`config.mk`:
```
export PLATFORM = sky130hd
export DESIGN_NAME = crc16_frame_stream_parser_core
export DESIGN_NICKNAME = d
export VERILOG_FILES = /design/src/design/crcfp_pkg.sv /design/src/design/crcfp_store.sv /design/src/design/crcfp_parser.sv /design/src/design/crcfp_emitter.sv /design/src/design/crc16_frame_stream_parser_core.sv
export SDC_FILE = /design/constraint.sdc
export NUM_CORES = 1
export LEC_CHECK = 0
export ABC_AREA = 1
export BUFFER_PORTS_ARGS = -buffer_cell sky130_fd_sc_hd__buf_2
export CELL_PAD_IN_SITES_DETAIL_PLACEMENT = 1
export CELL_PAD_IN_SITES_GLOBAL_PLACEMENT = 1
export CORE_MARGIN = 3
export CORE_UTILIZATION = 33
export CTS_BUF_LIST = sky130_fd_sc_hd__clkbuf_16
export CTS_CLUSTER_SIZE = 25
export DETAILED_ROUTE_END_ITERATION = 12
export GPL_ROUTABILITY_DRIVEN = 0
export PLACE_DENSITY = 0.54
export SETUP_SLACK_MARGIN = 0.4
export SLEW_MARGIN = 20
export SYNTH_ARGS = -nofsm -noshare
export SYNTH_HDL_FRONTEND = slang
export SYNTH_SLANG_ARGS = --single-unit
```
`constraint.sdc`:
```
create_clock -name clk -period 8.15 [get_ports clk]
set_clock_uncertainty 0.2 [all_clocks]
set_input_delay 1.2225 -clock clk [delete_from_list [all_inputs] [get_ports clk]]
set_output_delay 1.2225 -clock clk [all_outputs]
set_load 0.005 [all_outputs]
```
`src/design/crcfp_pkg.sv`:
```
// Shared types, constants and the CRC-16/CCITT byte step for the frame parser.
package crcfp_pkg;

	// Default payload limit of a frame
	localparam int MAX_PAYLOAD_DEF = 64;

	// Frame layout
	localparam logic [6:0] HDR_BYTES  = 7'd10;
	localparam logic [6:0] CRC_BYTES  = 7'd2;
	localparam logic [6:0] POS_VER    = 7'd2;
	localparam logic [6:0] POS_FLAGS  = 7'd3;
	localparam logic [6:0] POS_CMD_LO = 7'd4;
	localparam logic [6:0] POS_CMD_HI = 7'd5;
	localparam logic [6:0] POS_SEQ_LO = 7'd6;
	localparam logic [6:0] POS_SEQ_HI = 7'd7;
	localparam logic [6:0] POS_LEN_LO = 7'd8;
	localparam logic [6:0] POS_LEN_HI = 7'd9;

	// CRC-16/CCITT, MSB first, no final xor
	localparam logic [15:0] CRC_INIT = 16'hFFFF;
	localparam logic [15:0] CRC_POLY = 16'h1021;

	// Configuration register indexes
	localparam logic CFG_SB_FIRST  = 1'b0;
	localparam logic CFG_SB_SECOND = 1'b1;

	// Reset values of the start bytes
	localparam logic [7:0] SB_FIRST_RST  = 8'hA5;
	localparam logic [7:0] SB_SECOND_RST = 8'h5A;

	// Result codes
	typedef enum logic [1:0] {
		EV_GOOD = 2'd0,
		EV_LEN  = 2'd1,
		EV_CRC  = 2'd2
	} ev_code_t;

	// Header fields of the frame being parsed
	typedef struct packed {
		logic [7:0]  version;
		logic [7:0]  flags;
		logic [15:0] command;
		logic [15:0] seq_num;
		logic [6:0]  plen;
	} frame_hdr_t;

	// Parser to emitter: one-cycle event of a finished frame
	typedef struct packed {
		logic     load;  // single result: error or empty good frame
		logic     run;   // good frame with payload, start the run
		ev_code_t code;
	} parse_evt_t;

	// Emitter to parser
	typedef struct packed {
		logic busy;       // payload run in progress
		logic slot_free;  // output register can take a result this cycle
	} emit_stat_t;

	// One byte through the CRC, bit at a time
	function automatic logic [15:0] crc16_step(input logic [15:0] crc, input logic [7:0] b);
		logic [15:0] c;
		c = crc ^ {b, 8'h00};
		for (int i = 0; i < 8; i++) begin
			c = c[15] ? ({c[14:0], 1'b0} ^ CRC_POLY) : {c[14:0], 1'b0};
		end
		return c;
	endfunction

endpackage

```
`src/design/crcfp_store.sv`:
```
// Payload byte store: one write port, one registered read port.
module crcfp_store #(
	parameter int DEPTH = 64,
	parameter int AW    = 6
) (
	input  logic          clk,
	input  logic          we,
	input  logic [AW-1:0] wr_addr,
	input  logic [7:0]    wr_data,
	input  logic          re,
	input  logic [AW-1:0] rd_addr,
	output logic [7:0]    rd_data
);

	logic [7:0] mem [DEPTH];
	logic [7:0] rd_q;

	always_ff @(posedge clk) begin
		if (we) begin
			mem[wr_addr] <= wr_data;
		end
		if (re) begin
			rd_q <= mem[rd_addr];
		end
	end

	assign rd_data = rd_q;

endmodule

```
`src/design/crcfp_parser.sv`:
```
// Start-byte hunt, header capture, CRC accumulation and payload writes.
module crcfp_parser
	import crcfp_pkg::*;
#(
	parameter int MAX_PAYLOAD_BYTES = MAX_PAYLOAD_DEF,
	parameter int AW                = 6
) (
	input  logic          clk,
	input  logic          arst_n,
	input  logic          cfg_we,
	input  logic          cfg_index,
	input  logic [7:0]    cfg_data,
	input  logic          in_valid,
	output logic          in_stall,
	input  logic [7:0]    rx_byte,
	input  emit_stat_t    stat,
	output parse_evt_t    evt,
	output frame_hdr_t    hdr,
	output logic          wr_en,
	output logic [AW-1:0] wr_addr,
	output logic [7:0]    wr_data
);

	typedef enum logic [1:0] {
		PH_HUNT1   = 2'd0,
		PH_HUNT2   = 2'd1,
		PH_COLLECT = 2'd2
	} phase_t;

	localparam logic [15:0] MAX_LEN = 16'(MAX_PAYLOAD_BYTES);

	phase_t      phase_q;
	logic [6:0]  count_q;
	logic [6:0]  exp_q;
	logic [15:0] crc_q;
	logic [7:0]  sb_first_q;
	logic [7:0]  sb_second_q;
	logic [7:0]  len_lo_q;
	logic [7:0]  crc_lo_q;
	frame_hdr_t  hdr_q;

	logic        accept;
	logic        collect;
	logic [15:0] crc_next;
	logic        crc_upd;
	logic [15:0] len16;
	logic        len_bad;
	logic        at_len;
	logic        at_end;
	logic        at_crc_lo;
	logic        in_payload;
	logic        crc_ok;
	logic        final_pos;
	logic [6:0]  pay_idx;

	// Position decode of the incoming byte
	always_comb begin
		collect    = (phase_q == PH_COLLECT);
		crc_next   = crc16_step(crc_q, rx_byte);
		crc_upd    = (count_q >= POS_VER) &&
		             ((count_q < HDR_BYTES) || (count_q + CRC_BYTES < exp_q));
		len16      = {rx_byte, len_lo_q};
		len_bad    = (len16 > MAX_LEN);
		at_len     = (count_q == POS_LEN_HI);
		at_end     = (count_q >= HDR_BYTES) && (count_q + 7'd1 == exp_q);
		at_crc_lo  = (count_q >= HDR_BYTES) && (count_q + CRC_BYTES == exp_q);
		in_payload = (count_q >= HDR_BYTES) && (count_q + CRC_BYTES < exp_q);
		crc_ok     = ({rx_byte, crc_lo_q} == crc_q);
		final_pos  = collect && (at_len || at_end);
		pay_idx    = count_q - HDR_BYTES;
	end

	// Hold each byte of a payload run, and the length or last frame byte while the output register is full and stalled
	assign in_stall = stat.busy || (final_pos && !stat.slot_free);
	assign accept   = in_valid && !in_stall;

	// Frame outcome towards the emitter
	always_comb begin
		evt.load = accept && collect &&
		           ((at_len && len_bad) || (at_end && (!crc_ok || hdr_q.plen == 7'd0)));
		evt.run  = accept && collect && at_end && crc_ok && (hdr_q.plen != 7'd0);
		evt.code = at_len ? EV_LEN : (crc_ok ? EV_GOOD : EV_CRC);
	end

	assign hdr     = hdr_q;
	assign wr_en   = accept && collect && in_payload;
	assign wr_addr = pay_idx[AW-1:0];
	assign wr_data = rx_byte;

	// Control state and start-byte registers
	always_ff @(posedge clk or negedge arst_n) begin
		if (!arst_n) begin
			phase_q     <= PH_HUNT1;
			count_q     <= '0;
			exp_q       <= '0;
			crc_q       <= CRC_INIT;
			sb_first_q  <= SB_FIRST_RST;
			sb_second_q <= SB_SECOND_RST;
		end else begin
			if (cfg_we) begin
				if (cfg_index == CFG_SB_FIRST) begin
					sb_first_q <= cfg_data;
				end else begin
					sb_second_q <= cfg_data;
				end
			end
			if (accept) begin
				case (phase_q)
					PH_HUNT2: begin
						if (rx_byte == sb_second_q) begin
							phase_q <= PH_COLLECT;
							count_q <= POS_VER;
							crc_q   <= CRC_INIT;
						end else if (rx_byte == sb_first_q) begin
							count_q <= 7'd1;
						end else begin
							phase_q <= PH_HUNT1;
						end
					end
					PH_COLLECT: begin
						count_q <= count_q + 7'd1;
						if (crc_upd) begin
							crc_q <= crc_next;
						end
						if (at_len) begin
							if (len_bad) begin
								phase_q <= PH_HUNT1;
							end else begin
								exp_q <= len16[6:0] + HDR_BYTES + CRC_BYTES;
							end
						end
						if (at_end) begin
							phase_q <= PH_HUNT1;
						end
					end
					default: begin
						if (rx_byte == sb_first_q) begin
							phase_q <= PH_HUNT2;
							count_q <= 7'd1;
						end else begin
							phase_q <= PH_HUNT1;
						end
					end
				endcase
			end
		end
	end

	// Header and CRC byte capture
	always_ff @(posedge clk) begin
		if (accept && collect) begin
			case (count_q)
				POS_VER:    hdr_q.version         <= rx_byte;
				POS_FLAGS:  hdr_q.flags           <= rx_byte;
				POS_CMD_LO: hdr_q.command[7:0]    <= rx_byte;
				POS_CMD_HI: hdr_q.command[15:8]   <= rx_byte;
				POS_SEQ_LO: hdr_q.seq_num[7:0]    <= rx_byte;
				POS_SEQ_HI: hdr_q.seq_num[15:8]   <= rx_byte;
				POS_LEN_LO: len_lo_q              <= rx_byte;
				POS_LEN_HI: hdr_q.plen            <= len16[6:0];
				default: begin
					if (at_crc_lo) begin
						crc_lo_q <= rx_byte;
					end
				end
			endcase
		end
	end

endmodule

```
`src/design/crcfp_emitter.sv`:
```
// Output register and the sequencer that reads a payload run out of the store.
module crcfp_emitter
	import crcfp_pkg::*;
#(
	parameter int AW = 6
) (
	input  logic          clk,
	input  logic          arst_n,
	input  parse_evt_t    evt,
	input  frame_hdr_t    hdr,
	output emit_stat_t    stat,
	output logic          rd_en,
	output logic [AW-1:0] rd_addr,
	input  logic [7:0]    rd_data,
	output logic          out_valid,
	input  logic          out_stall,
	output logic [1:0]    event_code,
	output logic [7:0]    hdr_version,
	output logic [7:0]    hdr_flags,
	output logic [15:0]   hdr_command,
	output logic [15:0]   hdr_sequence,
	output logic [6:0]    payload_count,
	output logic [7:0]    payload_byte,
	output logic          byte_valid,
	output logic          last_item
);

	typedef enum logic [1:0] {
		EM_IDLE = 2'd0,
		EM_READ = 2'd1,
		EM_SEND = 2'd2
	} em_state_t;

	em_state_t  state_q;
	frame_hdr_t run_hdr_q;
	logic [6:0] ptr_q;
	logic       out_valid_q;
	logic [1:0] code_q;
	logic [7:0] ver_q;
	logic [7:0] flags_q;
	logic [15:0] cmd_q;
	logic [15:0] seq_q;
	logic [6:0] cnt_q;
	logic [7:0] pbyte_q;
	logic       bvalid_q;
	logic       last_q;

	logic slot_free;
	logic run_last;

	assign slot_free      = !out_valid_q || !out_stall;
	assign run_last       = (ptr_q + 7'd1 == run_hdr_q.plen);
	assign stat.busy      = (state_q != EM_IDLE);
	assign stat.slot_free = slot_free;
	assign rd_en          = (state_q == EM_READ);
	assign rd_addr        = ptr_q[AW-1:0];

	// Sequencer and output register: each beat via EM_READ, EM_SEND
	always_ff @(posedge clk or negedge arst_n) begin
		if (!arst_n) begin
			state_q     <= EM_IDLE;
			run_hdr_q   <= '0;
			ptr_q       <= '0;
			out_valid_q <= 1'b0;
			code_q      <= '0;
			ver_q       <= '0;
			flags_q     <= '0;
			cmd_q       <= '0;
			seq_q       <= '0;
			cnt_q       <= '0;
			pbyte_q     <= '0;
			bvalid_q    <= 1'b0;
			last_q      <= 1'b0;
		end else begin
			if (out_valid_q && !out_stall) begin
				out_valid_q <= 1'b0;
			end
			case (state_q)
				EM_IDLE: begin
					if (evt.load) begin
						// error or empty frame: a single closing beat
						out_valid_q <= 1'b1;
						code_q      <= evt.code;
						pbyte_q     <= '0;
						bvalid_q    <= 1'b0;
						last_q      <= 1'b1;
						cnt_q       <= '0;
						if (evt.code == EV_GOOD) begin
							ver_q   <= hdr.version;
							flags_q <= hdr.flags;
							cmd_q   <= hdr.command;
							seq_q   <= hdr.seq_num;
						end else begin
							ver_q   <= '0;
							flags_q <= '0;
							cmd_q   <= '0;
							seq_q   <= '0;
						end
					end
					if (evt.run) begin
						run_hdr_q <= hdr;
						ptr_q     <= '0;
						state_q   <= EM_READ;
					end
				end
				EM_READ: begin
					state_q <= EM_SEND;
				end
				EM_SEND: begin
					if (slot_free) begin
						out_valid_q <= 1'b1;
						code_q      <= EV_GOOD;
						ver_q       <= run_hdr_q.version;
						flags_q     <= run_hdr_q.flags;
						cmd_q       <= run_hdr_q.command;
						seq_q       <= run_hdr_q.seq_num;
						cnt_q       <= run_hdr_q.plen;
						pbyte_q     <= rd_data;
						bvalid_q    <= 1'b1;
						last_q      <= run_last;
						ptr_q       <= ptr_q + 7'd1;
						state_q     <= run_last ? EM_IDLE : EM_READ;
					end
				end
				default: begin
					state_q <= EM_IDLE;
				end
			endcase
		end
	end

	assign out_valid     = out_valid_q;
	assign event_code    = code_q;
	assign hdr_version   = ver_q;
	assign hdr_flags     = flags_q;
	assign hdr_command   = cmd_q;
	assign hdr_sequence  = seq_q;
	assign payload_count = cnt_q;
	assign payload_byte  = pbyte_q;
	assign byte_valid    = bvalid_q;
	assign last_item     = last_q;

endmodule

```
`src/design/crc16_frame_stream_parser_core.sv`:
```
// Top level of the CRC-16 framed byte-stream parser.
//
// Bytes are taken one per cycle while in_stall is low: the parser hunts the
// two start bytes, captures the 10-byte header, runs CRC-16/CCITT over version
// through payload and writes payload bytes into a one-port-write, one-port-read
// store. The length byte and the last CRC byte wait on in_stall only while
// the output register holds a result that out_stall is holding back.
// A length error, a CRC error or an empty good frame yields one result right
// away. A good frame of N payload bytes yields N results, each a store read,
// then an output register load, held by any output stall; in_stall is high
// for the whole run. The store needs no clearing after reset.
module crc16_frame_stream_parser_core
	import crcfp_pkg::*;
#(
	parameter int MAX_PAYLOAD_BYTES = MAX_PAYLOAD_DEF
) (
	input  logic        clk,
	input  logic        arst_n,
	input  logic        cfg_we,
	input  logic        cfg_index,
	input  logic [7:0]  cfg_data,
	input  logic        in_valid,
	output logic        in_stall,
	input  logic [7:0]  rx_byte,
	output logic        out_valid,
	input  logic        out_stall,
	output logic [1:0]  event_code,
	output logic [7:0]  hdr_version,
	output logic [7:0]  hdr_flags,
	output logic [15:0] hdr_command,
	output logic [15:0] hdr_sequence,
	output logic [6:0]  payload_count,
	output logic [7:0]  payload_byte,
	output logic        byte_valid,
	output logic        last_item
);

	localparam int DEPTH = (MAX_PAYLOAD_BYTES > 0) ? MAX_PAYLOAD_BYTES : 1;
	localparam int AW    = (DEPTH > 1) ? $clog2(DEPTH) : 1;

	parse_evt_t    evt;
	frame_hdr_t    hdr;
	emit_stat_t    stat;
	logic          wr_en;
	logic [AW-1:0] wr_addr;
	logic [7:0]    wr_data;
	logic          rd_en;
	logic [AW-1:0] rd_addr;
	logic [7:0]    rd_data;

	crcfp_parser #(
		.MAX_PAYLOAD_BYTES(MAX_PAYLOAD_BYTES),
		.AW(AW)
	) u_parser (
		.clk(clk),
		.arst_n(arst_n),
		.cfg_we(cfg_we),
		.cfg_index(cfg_index),
		.cfg_data(cfg_data),
		.in_valid(in_valid),
		.in_stall(in_stall),
		.rx_byte(rx_byte),
		.stat(stat),
		.evt(evt),
		.hdr(hdr),
		.wr_en(wr_en),
		.wr_addr(wr_addr),
		.wr_data(wr_data)
	);

	crcfp_store #(
		.DEPTH(DEPTH),
		.AW(AW)
	) u_store (
		.clk(clk),
		.we(wr_en),
		.wr_addr(wr_addr),
		.wr_data(wr_data),
		.re(rd_en),
		.rd_addr(rd_addr),
		.rd_data(rd_data)
	);

	crcfp_emitter #(
		.AW(AW)
	) u_emitter (
		.clk(clk),
		.arst_n(arst_n),
		.evt(evt),
		.hdr(hdr),
		.stat(stat),
		.rd_en(rd_en),
		.rd_addr(rd_addr),
		.rd_data(rd_data),
		.out_valid(out_valid),
		.out_stall(out_stall),
		.event_code(event_code),
		.hdr_version(hdr_version),
		.hdr_flags(hdr_flags),
		.hdr_command(hdr_command),
		.hdr_sequence(hdr_sequence),
		.payload_count(payload_count),
		.payload_byte(payload_byte),
		.byte_valid(byte_valid),
		.last_item(last_item)
	);

endmodule

```
Yosys cells after proc, flatten, opt, wreduce, memory -nomap -nowiden --
Memory sizes are Yosys's and may differ from the RTL's. A register that Yosys moved wholly into a read port is not among the register bits. Cells that the tools add are included.
Operators by class: add/subtract/negate cells 6, $mul 0, div/mod/pow operators 0, order comparisons 5, equal/unequal tests 26, shifts and indexed selects 0, multiplexer cells 67, bitwise operators 12, reductions and logical operators 53
Operators with widths (number):
- $mux 16 | 8
- $mux 13 | 8
- $pmux 16 s2 | 3
- $mux 8 | 8
- $pmux 8 s2 | 3
- $mux 7 | 6
- $pmux 7 s2 | 3
- $eq 7x3->1 const B | 4
- $not 3->3 | 8
- $reduce_and 2->1 | 12
- $mux 2 | 11
- $eq 7x7->1 | 3
- $eq 16x16->1 | 1
- $eq 8x8->1 | 2
- $gt 16x7->1 const B | 1
- $logic_and 1x1->1 | 16
- $xor 16x16->16 | 1
- $add 7x1->7 const B | 2
- $add 7x2->7 const B | 2
- $eq 7x2->1 const B | 2
- $eq 7x4->1 const B | 2
- $reduce_and 4->1 | 3
- $mux 1 | 11
- $reduce_and 3->1 | 3
- other kinds (23) | 46
Word-level totals: register bits 251, latch bits 0, bits in writable memories 512, bits in read-only memories 0, bits of input ports 22, output and inout bits 69, word-level logic and storage cells 202, memories 1
Memories:
- u_store.mem | words 64, bits a word 8, read ports 1, clocked after Yosys merged registers in 1, write ports 1, RTL line crcfp_store.sv:15 | logic [7:0] mem [DEPTH];

Longest topological paths before layout --
depth after elaboration 19, mapped depth 19, mapped depth without buffers 17

By module --
Synthesis repeated with hierarchy kept, for this count alone.
Unflattened totals: cell total of the unflattened synthesis 2981, area, all modules 33118.0 um^2
By module, submodules not included:
- crcfp_store | instances 1, cells an instance 1805, area each 21419.3 um^2, seq. area each 15615.0 um^2
- crcfp_parser | instances 1, cells an instance 590, area each 5901.9 um^2, seq. area each 3363.2 um^2
- crcfp_emitter | instances 1, cells an instance 586, area each 5796.8 um^2, seq. area each 3303.2 um^2

Least setup slack after synthesis --
OpenSTA, ideal clock, no wires.
path type register to register, from register u_parser.count_q[0], to register u_parser.hdr_q, in the netlist u_parser.hdr[15], enable pin, setup time 0.395 ns, arrival time 2.958 ns, data required time 7.555 ns, slack 4.597 ns, stages on the path, launching flop included 15, buffers on the path 2, clock period less this slack 3.553 ns, cell sequence dfrtp_1 -> buf_6 -> inv_1 -> ha_1 -> xnor2_1 -> nand2_1 -> nor2_1 -> nand2_1 -> nor2_2 -> nand2_4 -> nand2_2 -> nand2_1 -> nand4_4 -> buf_2 -> nor4_1
Between the ends: longest elaborated chain between the ends 11, elaborated cells on any way between the ends 14, those cells by class add/sub: 1; order compare: 1; eq/ne: 3; reduce/logical: 9
Ends and longest elaborated chain:
- start, declared | RTL line crcfp_parser.sv:33 | logic [6:0] count_q;
- start signal, assigned | RTL line crcfp_parser.sv:121 | count_q <= count_q + 7'd1;
- $add 7x1->7 | RTL line crcfp_parser.sv:65 | at_end = (count_q >= HDR_BYTES) && (count_q + 7'd1 == exp_q);
- $eq 7x7->1 | RTL line crcfp_parser.sv:65
- $logic_and 1x1->1 | RTL line crcfp_parser.sv:65
- $logic_or 1x1->1 | RTL line crcfp_parser.sv:69 | final_pos = collect && (at_len || at_end);
- $logic_and 1x1->1 | RTL line crcfp_parser.sv:69
- $logic_and 1x1->1 | RTL line crcfp_parser.sv:74 | assign in_stall = stat.busy || (final_pos && !stat.slot_free);
- $logic_or 1x1->1 | RTL line crcfp_parser.sv:74
- $logic_not 1->1 | RTL line crcfp_parser.sv:75 | assign accept = in_valid && !in_stall;
- $logic_and 1x1->1 | RTL line crcfp_parser.sv:75
- $logic_and 1x1->1 | RTL line crcfp_parser.sv:151 | if (accept && collect) begin
- $reduce_and 2->1 (no line) *
- end, declared | RTL line crcfp_parser.sv:40 | frame_hdr_t hdr_q;
Every way passes the cells marked *; elsewhere a longest branch is shown, timed or not. A chain may end at the register's enable or synchronous reset.

Worst setup path in the final report --
from register u_parser.count_q[0], to output port in_stall
Between the ends: longest elaborated chain between the ends 7, elaborated cells on any way between the ends 9, those cells by class add/sub: 1; order compare: 1; eq/ne: 2; reduce/logical: 5
Ends and longest elaborated chain:
- $add 7x1->7 | RTL line crcfp_parser.sv:65
- $eq 7x7->1 | RTL line crcfp_parser.sv:65
- $logic_and 1x1->1 | RTL line crcfp_parser.sv:65
- $logic_or 1x1->1 * | RTL line crcfp_parser.sv:69
- $logic_and 1x1->1 * | RTL line crcfp_parser.sv:69
- $logic_and 1x1->1 * | RTL line crcfp_parser.sv:74
- $logic_or 1x1->1 * | RTL line crcfp_parser.sv:74
- end, declared | RTL line crc16_frame_stream_parser_core.sv:23 | output logic in_stall,
Marked as above.

==> reports/qor.yml <==
clkLatencyLatePin_ns: 0.66
yosys.area_share.adder_pct: 0.8504
synth_edf_count: 591
via_per_inst: 5.199
wl_um: 101500
synth_compound_area_share_pct: 10.77
ys_ff_latch: 771
dieArea_um2: 101900
postPlaceCellArea_um2: 33930
p_comb_share_pct: 24.0
yosys.area.top_type: "edfxtp_1"
cts.sinks: 771
dpl.cell_count: 4108
routedWlPerCell_um: 23.74
drive_above_1_share_pct: 11.11
synth_top_family_by_area: "simple AND/OR/NAND/NOR gates"
syn_avg_cell_area_um2: 11.23
fp.dieW_um: 319.2
drtAntennaViolNets: 0
power.total_w: 0.01144
synth_simple_gate_area_share_pct: 14.18
nets: 2968
critPathKind: "flop to output port"
seq_power_share_pct: 40.4
finalNonFillerCells: 4275
synth_top_area_share_pct: 54.83
fmax_mhz: 198.6
start_util_pct: 33.37
grt_pass1_wl_um: 153700
hold_viol_final: 0
min_period_ns: 5.037
grt_use_total_pct: 19.81
rsz0062_at_grt: "no"
synth_flop_cell: "edfxtp_1"
hp-class: "flop to flop"
max-vdd-ir-drop_uv: 162.2
synth_fp_nets: 2927
setup_viol: 0
die_y_um: 319.2
synthCells: 2883
grt_pass1_vias: 23270
grt_max_degree: 111
startpoint_type: "flop"
leakage_nw: 13.70
synth_cell_type_count: 48
drt-initial-drc-count: 1806
coreArea_um2: 96990
grt.overflow.total: 0
dp_hpwl_um: 61870
required_ns: 6.73
syn_area_um2: 32370
worst_slew_pin_slew_ns: 1.115
synth_area_leaders: "edfxtp_1, dfrtp_1, o21ai_0, nand2_1, nor2_1"
status: "complete, no violations"
synth_xor_area_share_pct: 1.542
postCtsSetupRepairBufs: 0
cts_resized: 0
p_per_area_nw_per_um2: 309.7
ys_seq_area_share_pct: 68.84
portBuffers: 90
critPathCaptureType: "output port"
ys_warn_count: 0
htree_levels: 3
netSwitchingPower_w: 0.003869
maxCapViolations: 0
clkTransAtPathRegs_ns: 0.06
power.share.clock_pct: 35.6
num_vias: 22220
critPathMaxFanout: 14
fin_crit_sh_pct: 61.80
final_area_um2: 36940
maxSlewViolCount: 0
crit_arrival_ns: 3.61
internal-power_w: 0.007571
async_flop_share_pct: 23.35
io_pins: 91
switching_share_pct: 33.82
area_delta_synth_final_pct: 14.14
antenna_found_initial: 2
layout_common_cells: "edfxtp_1, nand2_1, nor2_1"
root_buffer: "clkbuf_16"
cts_tree: "done"
slew_headroom_pct: 25.41
setup_tns_ns: 0
drc: 0
firstDrtPassIters: 5
final_common_cell: "edfxtp_1"
cts_buffers: 89
synthMuxAreaShare_pct: 0
max-clock-path-buffers: 3
ctsHoldBuffers: 0
num_rows: 114
cells by family (layout without fill, tap and decap cells):
| kind of cell | Yosys count | after routing |
|---|---|---|
| AO/OA/AOI/OAI | 646 | 646 |
| XOR/XNOR | 57 | 57 |
| adder cells (fa/ha/maj) | 22 | 22 |
| buffers and inverters | 291 | 406 |
| flip-flops | 771 | 771 |
| other | 0 | 1 |
| AND/OR/NAND/NOR | 1096 | 1096 |
cell usage after synthesis (6+ instances only):
cell type / n
edfxtp_1: 591
nand2_1: 449
nor2_1: 449
o21ai_0: 401
o22ai_1: 158
dfrtp_1: 156
nand3_1: 132
clkbuf_1: 126
inv_1: 110
o21ai_1: 61
xor2_1: 32
xnor2_1: 25
dfstp_2: 24
ha_1: 22
nand4_1: 13
a21oi_1: 12
buf_4: 12
buf_1: 11
buf_6: 11
or2_2: 11
buf_2: 10
nor3_1: 10
nand3_4: 8
inv_2: 6
nor2_2: 6
power groups by stage:
stage	Clock, W	Combinational [W]	Sequential (W)
after global routing	0.00435	0.00302	0.00465
after CTS	0.00418	0.00274	0.00463
after global placement	0	0.00271	0.00470
final	0.00408	0.00274	0.00462
after floorplan	0	0.00177	0.00455
after detailed placement	0	0.00273	0.00470
layout make-up:
class,count,area (µm²)
Antenna cell,1,2.502
Clock buffer,91,2277
Clock inverter,74,700.7
Fill cell,10490,60050
Inverter,120,459.2
Multi-Input combinational cell,1821,8885
Sequential cell,771,22290
Tap cell,1276,1597
Timing Repair Buffer,121,732.0
state kept, by name (all words and copies together) (netlist names), 16 cells and up:
name                    count
u_emitter.hdr_command      16
u_emitter.hdr_sequence     16
u_emitter.run_hdr_q        55
u_parser.crc_q             16
u_parser.hdr               55
u_store.mem               512
stage by stage:
stage	util, %	hold slack (ns)	worst slack [ns]
final	38.09	0.2530	3.114
after global placement	34.98	0.2384	3.480
after floorplan	-	0.2256	4.597
after global routing	38.09	0.2813	2.743
after CTS	38.05	0.2578	3.020
after detailed placement	34.98	0.2450	3.329
path summary, 6_finish.rpt:
path | from | end | slack [ns] | depth (start not counted)
max | u_parser.count_q[0] | in_stall | 3.11 | 13
min in group asynchronous | arst_n | u_emitter.hdr_flags[1] | 0.44 | 1
max reg2reg | u_parser.count_q[0] | u_store.mem[50][0] | 3.39 | 15
min | u_store.rd_data[7] | u_emitter.payload_byte[7] | 0.25 | 2
max in group asynchronous | arst_n | u_parser.sb_first_q[4] | 6.08 | 2
min reg2reg | u_store.rd_data[7] | u_emitter.payload_byte[7] | 0.25 | 2
metal layers:
metal,GRT usage [%],vias to the layer above,routed length [µm]
met2,31.24,509,47040
li1,-,10200,-
met4,5.278,0,2101
met5,0,-,0
met1,28.68,11380,47850
met3,2.849,130,4483
worst max-delay path: stages (launching register included):
cell and delay (ns):
dfrtp_1 0.84, inv_1 0.45, ha_1 0.36, inv_1 0.06, nor2_1 0.05, nor2_2 0.19, nor2_1 0.08, nand2_1 0.06
nor2_1 0.06, nand2_4 0.11, nand2_2 0.09, a21boi_4 0.35, inv_1 0.09, buf_2 0.15
Note: power is estimated with default switching activity, not from simulation.
